File: src/sv/atacmd_pkg.sv
package atacmd_pkg;

    // configuration register indexes
    localparam logic [2:0] CFG_PRI_CMD_BASE  = 3'd0;
    localparam logic [2:0] CFG_PRI_CTRL_BASE = 3'd1;
    localparam logic [2:0] CFG_SEC_CMD_BASE  = 3'd2;
    localparam logic [2:0] CFG_SEC_CTRL_BASE = 3'd3;
    localparam logic [2:0] CFG_DRIVE_TABLE   = 3'd4;

    localparam logic [15:0] PRI_CMD_BASE_RST  = 16'h01F0;
    localparam logic [15:0] PRI_CTRL_BASE_RST = 16'h03F6;
    localparam logic [15:0] SEC_CMD_BASE_RST  = 16'h0170;
    localparam logic [15:0] SEC_CTRL_BASE_RST = 16'h0376;
    localparam logic [11:0] DRIVE_TABLE_RST   = 12'h000;

    localparam int QUEUE_DEPTH_DEFAULT = 2;

    // chs split: lba / 63 by reciprocal, ceil(2^34 / 63)
    localparam logic [28:0] CHS_RECIP       = 29'd272696337;
    localparam int          CHS_RECIP_SHIFT = 34;
    localparam logic [6:0]  CHS_SPT         = 7'd63;

    localparam logic [7:0] CTRL_HOB      = 8'h80;
    localparam logic [7:0] CTRL_NIEN     = 8'h02;
    localparam logic [7:0] DEVSEL_CHS    = 8'hA0;
    localparam logic [7:0] DEVSEL_LBA    = 8'hE0;
    localparam logic [7:0] CMD_READ      = 8'h20;
    localparam logic [7:0] CMD_READ_EXT  = 8'h24;
    localparam logic [7:0] CMD_WRITE     = 8'h30;
    localparam logic [7:0] CMD_WRITE_EXT = 8'h34;

    // task file register offsets from the command block base
    localparam logic [15:0] REG_COUNT   = 16'd2;
    localparam logic [15:0] REG_LBA_LO  = 16'd3;
    localparam logic [15:0] REG_LBA_MID = 16'd4;
    localparam logic [15:0] REG_LBA_HI  = 16'd5;
    localparam logic [15:0] REG_DEVSEL  = 16'd6;
    localparam logic [15:0] REG_COMMAND = 16'd7;
    localparam logic [15:0] CTRL_OFFSET = 16'd2;

    typedef struct packed {
        logic [15:0] pri_cmd_base;
        logic [15:0] pri_ctrl_base;
        logic [15:0] sec_cmd_base;
        logic [15:0] sec_ctrl_base;
        logic [11:0] drive_table;
    } cfg_t;

    // one resolved command, front to back
    typedef struct packed {
        logic        ext;
        logic [15:0] cmd_base;
        logic [15:0] ctrl_addr;
        logic [7:0]  devsel;
        logic [7:0]  count;
        logic [7:0]  b0;
        logic [7:0]  b1;
        logic [7:0]  b2;
        logic [7:0]  b3;
        logic [7:0]  opcode;
    } cmd_rec_t;

    typedef enum logic [4:0] {
        STEP_CTRL,
        STEP_DEVSEL,
        STEP_HOB_CNT_SET,
        STEP_HOB_CNT,
        STEP_HOB_CNT_CLR,
        STEP_HOB_LO_SET,
        STEP_HOB_LO,
        STEP_HOB_LO_CLR,
        STEP_HOB_MID_SET,
        STEP_HOB_MID,
        STEP_HOB_MID_CLR,
        STEP_HOB_HI_SET,
        STEP_HOB_HI,
        STEP_HOB_HI_CLR,
        STEP_COUNT,
        STEP_LBA_LO,
        STEP_LBA_MID,
        STEP_LBA_HI,
        STEP_COMMAND
    } step_t;

endpackage

File: src/sv/atacmd_front.sv
module atacmd_front
    import atacmd_pkg::*;
(
    input  logic        clk,
    input  logic        rst_n,
    input  cfg_t        cfg,
    input  logic        in_valid,
    output logic        in_stall,
    input  logic        direction,
    input  logic [1:0]  drive,
    input  logic [31:0] lba,
    input  logic [7:0]  sector_count,
    output logic        push,
    output cmd_rec_t    push_rec,
    input  logic        queue_full
);

    logic        s1_valid_reg, s1_valid_next;
    logic        s1_dir_reg, s1_dir_next;
    logic [31:0] s1_lba_reg, s1_lba_next;
    logic [7:0]  s1_cnt_reg, s1_cnt_next;
    logic [2:0]  s1_bits_reg, s1_bits_next;
    logic [56:0] s1_prod_reg, s1_prod_next;

    logic        s1_load;
    logic        accept;
    logic [3:0]  bit_lo;

    logic [22:0] q0;
    logic [22:0] quot;
    logic [28:0] q63;
    logic [28:0] rem_full;
    logic [6:0]  r0;
    logic [6:0]  rem;
    logic        fix;
    logic        ext;
    logic        chan;
    logic        slave;
    logic        has_lba;
    logic [3:0]  head;
    logic [7:0]  dev_base;

    always_comb
    begin
        push     = s1_valid_reg && !queue_full;
        s1_load  = !s1_valid_reg || push;
        in_stall = !s1_load;
        accept   = in_valid && s1_load;
    end

    // drive d occupies bits 3d..3d+2 of the table
    always_comb
    begin
        bit_lo        = {1'b0, drive, 1'b0} + {2'b00, drive};
        s1_valid_next = accept ? 1'b1 : (push ? 1'b0 : s1_valid_reg);
        s1_dir_next   = accept ? direction : s1_dir_reg;
        s1_lba_next   = accept ? lba : s1_lba_reg;
        s1_cnt_next   = accept ? sector_count : s1_cnt_reg;
        s1_bits_next  = accept ? cfg.drive_table[bit_lo +: 3] : s1_bits_reg;
        s1_prod_next  = accept ? ({29'b0, lba[27:0]} * {28'b0, CHS_RECIP}) : s1_prod_reg;
    end

    always_ff @(posedge clk or negedge rst_n)
    begin
        if (!rst_n)
        begin
            s1_valid_reg <= 1'b0;
        end
        else
        begin
            s1_valid_reg <= s1_valid_next;
        end
    end

    always_ff @(posedge clk)
    begin
        s1_dir_reg  <= s1_dir_next;
        s1_lba_reg  <= s1_lba_next;
        s1_cnt_reg  <= s1_cnt_next;
        s1_bits_reg <= s1_bits_next;
        s1_prod_reg <= s1_prod_next;
    end

    // quotient estimate, then one correction step on the remainder
    always_comb
    begin
        q0       = s1_prod_reg[56:CHS_RECIP_SHIFT];
        q63      = {q0, 6'b0} - {6'b0, q0};
        rem_full = {1'b0, s1_lba_reg[27:0]} - q63;
        r0       = rem_full[6:0];
        fix      = (r0 >= CHS_SPT);
        rem      = fix ? (r0 - CHS_SPT) : r0;
        quot     = fix ? (q0 + 23'd1) : q0;
    end

    always_comb
    begin
        ext     = (s1_lba_reg[31:28] != 4'h0);
        chan    = s1_bits_reg[0];
        slave   = s1_bits_reg[1];
        has_lba = s1_bits_reg[2];

        push_rec          = '0;
        push_rec.ext      = ext;
        push_rec.cmd_base = chan ? cfg.sec_cmd_base : cfg.pri_cmd_base;
        push_rec.ctrl_addr = (chan ? cfg.sec_ctrl_base : cfg.pri_ctrl_base) + CTRL_OFFSET;
        push_rec.count    = s1_cnt_reg;
        push_rec.b3       = s1_lba_reg[31:24];

        if (ext)
        begin
            head        = 4'h0;
            dev_base    = DEVSEL_LBA;
            push_rec.b0 = s1_lba_reg[7:0];
            push_rec.b1 = s1_lba_reg[15:8];
            push_rec.b2 = s1_lba_reg[23:16];
        end
        else if (has_lba)
        begin
            head        = s1_lba_reg[27:24];
            dev_base    = DEVSEL_LBA;
            push_rec.b0 = s1_lba_reg[7:0];
            push_rec.b1 = s1_lba_reg[15:8];
            push_rec.b2 = s1_lba_reg[23:16];
        end
        else
        begin
            // track = quot, 16 heads per cylinder
            head        = quot[3:0];
            dev_base    = DEVSEL_CHS;
            push_rec.b0 = {1'b0, rem} + 8'd1;
            push_rec.b1 = quot[11:4];
            push_rec.b2 = quot[19:12];
        end

        push_rec.devsel = dev_base | {3'b000, slave, head};

        if (s1_dir_reg)
        begin
            push_rec.opcode = ext ? CMD_WRITE_EXT : CMD_WRITE;
        end
        else
        begin
            push_rec.opcode = ext ? CMD_READ_EXT : CMD_READ;
        end
    end

endmodule

File: src/sv/atacmd_queue.sv
module atacmd_queue
    import atacmd_pkg::*;
#(
    parameter int DEPTH = QUEUE_DEPTH_DEFAULT
)
(
    input  logic     clk,
    input  logic     rst_n,
    input  logic     push,
    input  cmd_rec_t push_rec,
    output logic     full,
    input  logic     pop,
    output logic     head_valid,
    output cmd_rec_t head_rec
);

    localparam int PW = (DEPTH > 1) ? $clog2(DEPTH) : 1;
    localparam int CW = $clog2(DEPTH + 1);

    cmd_rec_t        entries_reg [DEPTH];
    logic [PW-1:0]   wr_ptr_reg, wr_ptr_next;
    logic [PW-1:0]   rd_ptr_reg, rd_ptr_next;
    logic [CW-1:0]   count_reg, count_next;

    always_comb
    begin
        full       = (count_reg == CW'(DEPTH));
        head_valid = (count_reg != '0);
        head_rec   = entries_reg[rd_ptr_reg];

        wr_ptr_next = wr_ptr_reg;
        rd_ptr_next = rd_ptr_reg;
        count_next  = count_reg;
        if (push)
        begin
            wr_ptr_next = (wr_ptr_reg == PW'(DEPTH - 1)) ? '0 : wr_ptr_reg + 1'b1;
        end
        if (pop)
        begin
            rd_ptr_next = (rd_ptr_reg == PW'(DEPTH - 1)) ? '0 : rd_ptr_reg + 1'b1;
        end
        if (push && !pop)
        begin
            count_next = count_reg + 1'b1;
        end
        else if (pop && !push)
        begin
            count_next = count_reg - 1'b1;
        end
    end

    always_ff @(posedge clk or negedge rst_n)
    begin
        if (!rst_n)
        begin
            wr_ptr_reg <= '0;
            rd_ptr_reg <= '0;
            count_reg  <= '0;
        end
        else
        begin
            wr_ptr_reg <= wr_ptr_next;
            rd_ptr_reg <= rd_ptr_next;
            count_reg  <= count_next;
        end
    end

    always_ff @(posedge clk)
    begin
        if (push)
        begin
            entries_reg[wr_ptr_reg] <= push_rec;
        end
    end

endmodule

File: src/sv/atacmd_back.sv
module atacmd_back
    import atacmd_pkg::*;
(
    input  logic        clk,
    input  logic        rst_n,
    input  logic        head_valid,
    input  cmd_rec_t    head_rec,
    output logic        pop,
    output logic        out_valid,
    input  logic        out_stall,
    output logic [15:0] io_address,
    output logic [7:0]  write_data,
    output logic        last
);

    step_t       step_reg, step_next;
    logic        out_valid_reg, out_valid_next;
    logic [15:0] addr_reg, addr_next;
    logic [7:0]  data_reg, data_next;
    logic        last_reg, last_next;

    logic        load;
    logic [15:0] wr_addr;
    logic [7:0]  wr_data;
    logic        wr_last;

    assign load = head_valid && (!out_valid_reg || !out_stall);
    assign pop  = load && (step_reg == STEP_COMMAND);

    // next step
    always_comb
    begin
        step_next = step_reg;
        if (load)
        begin
            case (step_reg)
                STEP_DEVSEL:  step_next = head_rec.ext ? STEP_HOB_CNT_SET : STEP_COUNT;
                STEP_COMMAND: step_next = STEP_CTRL;
                default:      step_next = step_t'(step_reg + 5'd1);
            endcase
        end
    end

    // port write for the current step
    always_comb
    begin
        wr_last = 1'b0;
        case (step_reg)
            STEP_CTRL:
            begin
                wr_addr = head_rec.ctrl_addr;
                wr_data = CTRL_NIEN;
            end
            STEP_DEVSEL:
            begin
                wr_addr = head_rec.cmd_base + REG_DEVSEL;
                wr_data = head_rec.devsel;
            end
            STEP_HOB_CNT_SET, STEP_HOB_LO_SET, STEP_HOB_MID_SET, STEP_HOB_HI_SET:
            begin
                wr_addr = head_rec.ctrl_addr;
                wr_data = CTRL_HOB | CTRL_NIEN;
            end
            STEP_HOB_CNT_CLR, STEP_HOB_LO_CLR, STEP_HOB_MID_CLR, STEP_HOB_HI_CLR:
            begin
                wr_addr = head_rec.ctrl_addr;
                wr_data = CTRL_NIEN;
            end
            STEP_HOB_CNT:
            begin
                wr_addr = head_rec.cmd_base + REG_COUNT;
                wr_data = 8'h00;
            end
            STEP_HOB_LO:
            begin
                wr_addr = head_rec.cmd_base + REG_LBA_LO;
                wr_data = head_rec.b3;
            end
            STEP_HOB_MID:
            begin
                wr_addr = head_rec.cmd_base + REG_LBA_MID;
                wr_data = 8'h00;
            end
            STEP_HOB_HI:
            begin
                wr_addr = head_rec.cmd_base + REG_LBA_HI;
                wr_data = 8'h00;
            end
            STEP_COUNT:
            begin
                wr_addr = head_rec.cmd_base + REG_COUNT;
                wr_data = head_rec.count;
            end
            STEP_LBA_LO:
            begin
                wr_addr = head_rec.cmd_base + REG_LBA_LO;
                wr_data = head_rec.b0;
            end
            STEP_LBA_MID:
            begin
                wr_addr = head_rec.cmd_base + REG_LBA_MID;
                wr_data = head_rec.b1;
            end
            STEP_LBA_HI:
            begin
                wr_addr = head_rec.cmd_base + REG_LBA_HI;
                wr_data = head_rec.b2;
            end
            STEP_COMMAND:
            begin
                wr_addr = head_rec.cmd_base + REG_COMMAND;
                wr_data = head_rec.opcode;
                wr_last = 1'b1;
            end
            default:
            begin
                wr_addr = head_rec.ctrl_addr;
                wr_data = CTRL_NIEN;
            end
        endcase
    end

    always_comb
    begin
        out_valid_next = load ? 1'b1 : (out_stall ? out_valid_reg : 1'b0);
        addr_next      = load ? wr_addr : addr_reg;
        data_next      = load ? wr_data : data_reg;
        last_next      = load ? wr_last : last_reg;
    end

    always_ff @(posedge clk or negedge rst_n)
    begin
        if (!rst_n)
        begin
            step_reg      <= STEP_CTRL;
            out_valid_reg <= 1'b0;
        end
        else
        begin
            step_reg      <= step_next;
            out_valid_reg <= out_valid_next;
        end
    end

    always_ff @(posedge clk)
    begin
        addr_reg <= addr_next;
        data_reg <= data_next;
        last_reg <= last_next;
    end

    assign out_valid  = out_valid_reg;
    assign io_address = addr_reg;
    assign write_data = data_reg;
    assign last       = last_reg;

endmodule

File: src/sv/ata_taskfile_command_issuer.sv
// ATA PIO task file setup: each accepted request (direction, drive, lba, sector count)
// turns into the ordered byte writes to I/O ports that program the task file and issue
// a PIO read or write, 7 writes for LBA28 or CHS and 19 for LBA48 (lba at or above 2^28),
// with last set on the command opcode write. The output sequencer produces one port
// write per cycle while out_stall is low and a command is queued, and the next command
// follows with no gap when it is already queued. A request is captured with the CHS
// reciprocal multiply, classified into the command queue and then loaded into the
// output register, where its first write is presented. The queue holds up to
// QUEUE_DEPTH resolved commands, the one being emitted included, and one more request
// can wait in the capture stage; beyond that in_stall is raised. Port and drive
// table registers are written through cfg_write_en, cfg_index and cfg_data and must
// only change while no command is in flight.
module ata_taskfile_command_issuer
    import atacmd_pkg::*;
#(
    parameter int QUEUE_DEPTH = QUEUE_DEPTH_DEFAULT
)
(
    input  logic        clk,
    input  logic        rst_n,
    input  logic        cfg_write_en,
    input  logic [2:0]  cfg_index,
    input  logic [15:0] cfg_data,
    input  logic        in_valid,
    output logic        in_stall,
    input  logic        direction,
    input  logic [1:0]  drive,
    input  logic [31:0] lba,
    input  logic [7:0]  sector_count,
    output logic        out_valid,
    input  logic        out_stall,
    output logic [15:0] io_address,
    output logic [7:0]  write_data,
    output logic        last
);

    cfg_t     cfg_reg, cfg_next;
    logic     push;
    cmd_rec_t push_rec;
    logic     queue_full;
    logic     pop;
    logic     head_valid;
    cmd_rec_t head_rec;

    always_comb
    begin
        cfg_next = cfg_reg;
        if (cfg_write_en)
        begin
            case (cfg_index)
                CFG_PRI_CMD_BASE:  cfg_next.pri_cmd_base  = cfg_data;
                CFG_PRI_CTRL_BASE: cfg_next.pri_ctrl_base = cfg_data;
                CFG_SEC_CMD_BASE:  cfg_next.sec_cmd_base  = cfg_data;
                CFG_SEC_CTRL_BASE: cfg_next.sec_ctrl_base = cfg_data;
                CFG_DRIVE_TABLE:   cfg_next.drive_table   = cfg_data[11:0];
                default:           cfg_next = cfg_reg;
            endcase
        end
    end

    always_ff @(posedge clk or negedge rst_n)
    begin
        if (!rst_n)
        begin
            cfg_reg.pri_cmd_base  <= PRI_CMD_BASE_RST;
            cfg_reg.pri_ctrl_base <= PRI_CTRL_BASE_RST;
            cfg_reg.sec_cmd_base  <= SEC_CMD_BASE_RST;
            cfg_reg.sec_ctrl_base <= SEC_CTRL_BASE_RST;
            cfg_reg.drive_table   <= DRIVE_TABLE_RST;
        end
        else
        begin
            cfg_reg <= cfg_next;
        end
    end

    atacmd_front u_front
    (
        .clk          (clk),
        .rst_n        (rst_n),
        .cfg          (cfg_reg),
        .in_valid     (in_valid),
        .in_stall     (in_stall),
        .direction    (direction),
        .drive        (drive),
        .lba          (lba),
        .sector_count (sector_count),
        .push         (push),
        .push_rec     (push_rec),
        .queue_full   (queue_full)
    );

    atacmd_queue #(
        .DEPTH (QUEUE_DEPTH)
    ) u_queue
    (
        .clk        (clk),
        .rst_n      (rst_n),
        .push       (push),
        .push_rec   (push_rec),
        .full       (queue_full),
        .pop        (pop),
        .head_valid (head_valid),
        .head_rec   (head_rec)
    );

    atacmd_back u_back
    (
        .clk        (clk),
        .rst_n      (rst_n),
        .head_valid (head_valid),
        .head_rec   (head_rec),
        .pop        (pop),
        .out_valid  (out_valid),
        .out_stall  (out_stall),
        .io_address (io_address),
        .write_data (write_data),
        .last       (last)
    );

endmodule

File: config.mk
export PLATFORM = sky130hd
export DESIGN_NAME = ata_taskfile_command_issuer
export DESIGN_NICKNAME = d
export VERILOG_FILES = /design/src/sv/atacmd_pkg.sv /design/src/sv/atacmd_front.sv /design/src/sv/atacmd_queue.sv /design/src/sv/atacmd_back.sv /design/src/sv/ata_taskfile_command_issuer.sv
export SDC_FILE = /design/constraint.sdc
export NUM_CORES = 1
export LEC_CHECK = 0
export BUFFER_PORTS_ARGS = -buffer_cell sky130_fd_sc_hd__buf_2
export CORE_MARGIN = 2
export CORE_UTILIZATION = 30
export CTS_CLUSTER_DIAMETER = 150
export DETAILED_ROUTE_END_ITERATION = 8
export PLACE_DENSITY = 0.55
export SLEW_MARGIN = 20
export SYNTH_ARGS = -nofsm -noshare
export SYNTH_HDL_FRONTEND = slang
export SYNTH_SLANG_ARGS = --single-unit
export TNS_END_PERCENT = 50
File: constraint.sdc
create_clock -name clk -period 9.8 [get_ports clk]
set_input_delay 0.49 -clock clk [delete_from_list [all_inputs] [get_ports clk]]
set_output_delay 0.49 -clock clk [all_outputs]
set_load 0.01 [all_outputs]
==> reports/metrics.yaml <==
status:
  status: "complete, no violations"
synthesis:
  number_of_enable_type_register_cells_in_the_synthesized_netlist: 249
  proportion_of_synthesized_chip_area_in_sequential_cells: 0.464
  synth.area.top_cells: "sky130_fd_sc_hd__edfxtp_1 36%, sky130_fd_sc_hd__ha_1 12%, sky130_fd_sc_hd__dfrtp_1 7.5%"
  mapped_nets: 2044
  synth_largest_area_cell: "sky130_fd_sc_hd__edfxtp_1"
  ys_async_sr_fraction: 0.259
  netlist_area_sq_mm: 0.0209
  synth-main-ff-cell: "sky130_fd_sc_hd__edfxtp_1"
  ys_ff_latch: 336
  synth_top_area_share: 0.358
  yosysUniqueCellTypes: 89
  syn-instance-count: 1719
  avgSynthCellArea_sq_um: 12.1
  synth_warnings: 0
routing:
  detail_route.wl_per_cell_microns: 18.7
  drt-initial-drc-count: 1028
  vias_per_cell: 4.91
  via_count: 13600
  wl_final_mm: 51.8
  drc_errors: 0
  first_pass_iters: 5
  postRouteAntennaNets: 0
final_layout:
  final_core_util: 0.346
  nFillCells: 6805
  layout-drive-gt1-share: 0.192
  finish.net_count: 2144
  num_antenna_cells: 0
  flip_flop_count_of_the_largest_register_after_layout: 160
  area.growth.synth_to_final_pct: 13.7
  leading_cell_type_in_the_layout_fill_and_taps_excluded: "sky130_fd_sc_hd__edfxtp_1"
  layout.cells.most_common_list: "249 x sky130_fd_sc_hd__edfxtp_1, 198 x sky130_fd_sc_hd__ha_1, 169 x sky130_fd_sc_hd__inv_1"
global_routing:
  largest_net_degree_at_the_start_of_global_routing: 81
  vias_in_the_first_global_route: 14100
  groute.usage.overall: 0.145
  grt_remaining_overflow: 0
  grt_antenna_before_repair: 0
  grt_pass1_wl_mm: 81.0
setup_path:
  cp.arrival_ns: 5.72
  max_fanout_on_critical_path: 4
  criticalPathCategory: "input port to register"
  critPathLaunchType: "input port"
  worstSetupEndpointType: "register"
  timing.critical_path.required_ns: 10.07
  setup.reg_to_reg.worst_slack_ns: 5.46
power:
  cell_internal_pwr_mw: 4.36
  switching_share: 0.407
  proportion_of_power_drawn_by_the_clock_network: 0.195
  design_power_total_mw: 7.36
  vdd_drop_max_v: 0.000219
  combinationalPowerShare: 0.476
  pwr-share-seq: 0.329
  power.density_mw_per_mm2: 310
  leakage_nw: 9.64
  total_switching_power_mw: 3.00
worst_hold_path:
  min-delay-path-class: "input port to register"
sta:
  timing_max_transition_violations_final: 0
  final-setup-viol-count: 0
  finalHoldViolations: 0
  worst_slew_pin_slew_ns: 0.968
  clock_skew_ns: 0.0152
  timing.final.crit_share: 0.556
  fmax_achieved_mhz: 184
  tmin_final_ns: 5.45
  finalWorstSetupSlack_ns: 4.35
  setup_tns_ns: 0
  rsz_0062_raised_after_global_routing: "no"
  max_slew_margin: 0.355
cts:
  clockRootBuffer: "sky130_fd_sc_hd__clkbuf_16"
  clock-sinks: 336
  clock_tree.buffer_depth: 3
  post_cts_resize_count: 0
  clk-insertion-delay-late_ns: 0.53
  hold_buffers: 1
  tritoncts: "done"
  postCtsSetupBuffers: 0
  total_cts_buffers: 37
  htree_num_levels: 2
  clk_pin_slew_ns: 0.06
floorplan:
  die_h_microns: 268
  rows: 96
  die_w_microns: 268
  i_o_pins: 94
  floorplan.initialDensity: 0.304
  core_area_sq_mm: 0.0687
  die_area_sq_mm: 0.0717
placement:
  gpl.final_weighted_congestion: 0.949
  post_place_setup_slack_ns: 3.73
  post_dp_hpwl_mm: 39.1
  io_buffer_count: 93
run:
  drv_cap: 0
layout make-up:
cell class                 count  area (sq um)  share of cell area
clock buffer                  43          1010              0.0426
multi-input combinational   1164         10400               0.438
sequential                   336          9690               0.408
tap                          931          1160              0.0491
inverter                     171           642              0.0270
timing repair buffer         109           606              0.0255
clock inverter                21           238              0.0100
worst max-delay path: stages:
cell and delay [ns]:
sky130_fd_sc_hd__buf_2 0.13, sky130_fd_sc_hd__ha_1 0.33, sky130_fd_sc_hd__inv_1 0.07, sky130_fd_sc_hd__fa_1 0.55, sky130_fd_sc_hd__fa_1 0.56, sky130_fd_sc_hd__inv_1 0.08, sky130_fd_sc_hd__fa_1 0.51, sky130_fd_sc_hd__inv_1 0.06
sky130_fd_sc_hd__fa_1 0.53, sky130_fd_sc_hd__inv_1 0.04, sky130_fd_sc_hd__ha_1 0.32, sky130_fd_sc_hd__nand2_1 0.08, sky130_fd_sc_hd__nor4_2 0.36, sky130_fd_sc_hd__nand3_1 0.13, sky130_fd_sc_hd__a311oi_1 0.44, sky130_fd_sc_hd__o311ai_0 0.26
sky130_fd_sc_hd__a31oi_1 0.43, sky130_fd_sc_hd__a21boi_0 0.19, sky130_fd_sc_hd__xnor2_1 0.15
stage by stage:
stage | hold slack (ns) | area, sq um | instances
CTS | 0.118 | 23700 | 2774
detailed placement | 0.383 | 22500 | 2709
global route | 0.126 | 23700 | 2775
global placement | 0.382 | 22500 | 2709
floorplan | 0.194 | 20900 | 1719
finish | 0.145 | 23700 | 2775
power groups by stage:
stage,Combinational (mW),Clock (mW),Sequential (mW)
3_5_place_dp,3.48,0,2.46
3_3_place_gp,3.44,0,2.44
4_1_cts,3.51,1.47,2.43
5_1_grt,3.88,1.52,2.47
6_report,3.50,1.43,2.42
2_1_floorplan,2.61,0,2.36
final timing paths:
check	from	to	cells past startpoint
min	lba[29]	u_front.s1_lba_reg[29]$_DFFE_PP_	1
max	lba[21]	u_front.s1_prod_reg[45]$_DFFE_PP_	19
min reg2reg	u_front.s1_bits_reg[1]$_DFFE_PP_	u_queue.entries_reg[1][52]$_DFFE_PP_	0
max in group asynchronous	rst_n	cfg_reg[31]$_DFFE_PN0P_	3
max reg2reg	u_front.s1_prod_reg[37]$_DFFE_PP_	u_queue.entries_reg[0][34]$_DFFE_PP_	14
min in group asynchronous	rst_n	cfg_reg[41]$_DFFE_PN0P_	2
logic make-up after synthesis:
logic type	after synthesis	share of synthesized area
AND/OR/NAND/NOR	338	0.0860
flip-flops	336	0.464
AO/OA/AOI/OAI	299	0.0959
adder cells (fa/ha/maj)	258	0.176
buffers and inverters	219	0.0410
multiplexers	180	0.0988
XOR/XNOR	89	0.0384
synthesized netlist by cell type, types with 6 or more instances:
master / instances
sky130_fd_sc_hd__a21o_1: 16
sky130_fd_sc_hd__dfstp_2: 24
sky130_fd_sc_hd__nand4_1: 6
sky130_fd_sc_hd__nor2_1: 58
sky130_fd_sc_hd__clkbuf_1: 30
sky130_fd_sc_hd__nand2_1: 108
sky130_fd_sc_hd__a22oi_1: 6
sky130_fd_sc_hd__nand2b_1: 12
sky130_fd_sc_hd__ha_1: 198
sky130_fd_sc_hd__xnor2_1: 52
sky130_fd_sc_hd__nor2b_1: 25
sky130_fd_sc_hd__or3_1: 9
sky130_fd_sc_hd__nor3_1: 20
sky130_fd_sc_hd__edfxtp_1: 249
sky130_fd_sc_hd__inv_1: 169
sky130_fd_sc_hd__or2_2: 6
sky130_fd_sc_hd__o22ai_1: 13
sky130_fd_sc_hd__o21ai_0: 46
sky130_fd_sc_hd__and3_1: 9
sky130_fd_sc_hd__a21oi_1: 80
sky130_fd_sc_hd__fa_1: 60
sky130_fd_sc_hd__mux2_2: 113
sky130_fd_sc_hd__a221oi_1: 6
sky130_fd_sc_hd__a31oi_1: 7
sky130_fd_sc_hd__nor4_2: 7
sky130_fd_sc_hd__buf_2: 7
sky130_fd_sc_hd__and4_1: 7
sky130_fd_sc_hd__o211ai_1: 12
sky130_fd_sc_hd__a32oi_1: 13
sky130_fd_sc_hd__mux4_2: 9
sky130_fd_sc_hd__mux2i_1: 56
sky130_fd_sc_hd__and2_1: 6
sky130_fd_sc_hd__nand3_1: 30
sky130_fd_sc_hd__nor4_1: 8
sky130_fd_sc_hd__o21ai_1: 23
sky130_fd_sc_hd__a211oi_1: 9
sky130_fd_sc_hd__xor2_1: 34
sky130_fd_sc_hd__dfrtp_1: 63
sky130_fd_sc_hd__o221ai_1: 8
layer usage:
layer / GRT usage / part of all wire / wire length, microns
met1: 0.188 / 0.45 / 23200
met2: 0.257 / 0.49 / 25600
met3: 0.0167 / 0.039 / 2020
met4: 0.0364 / 0.020 / 1010
met5: 0 / 0 / 0
Note: power is estimated with default switching activity, not from simulation.
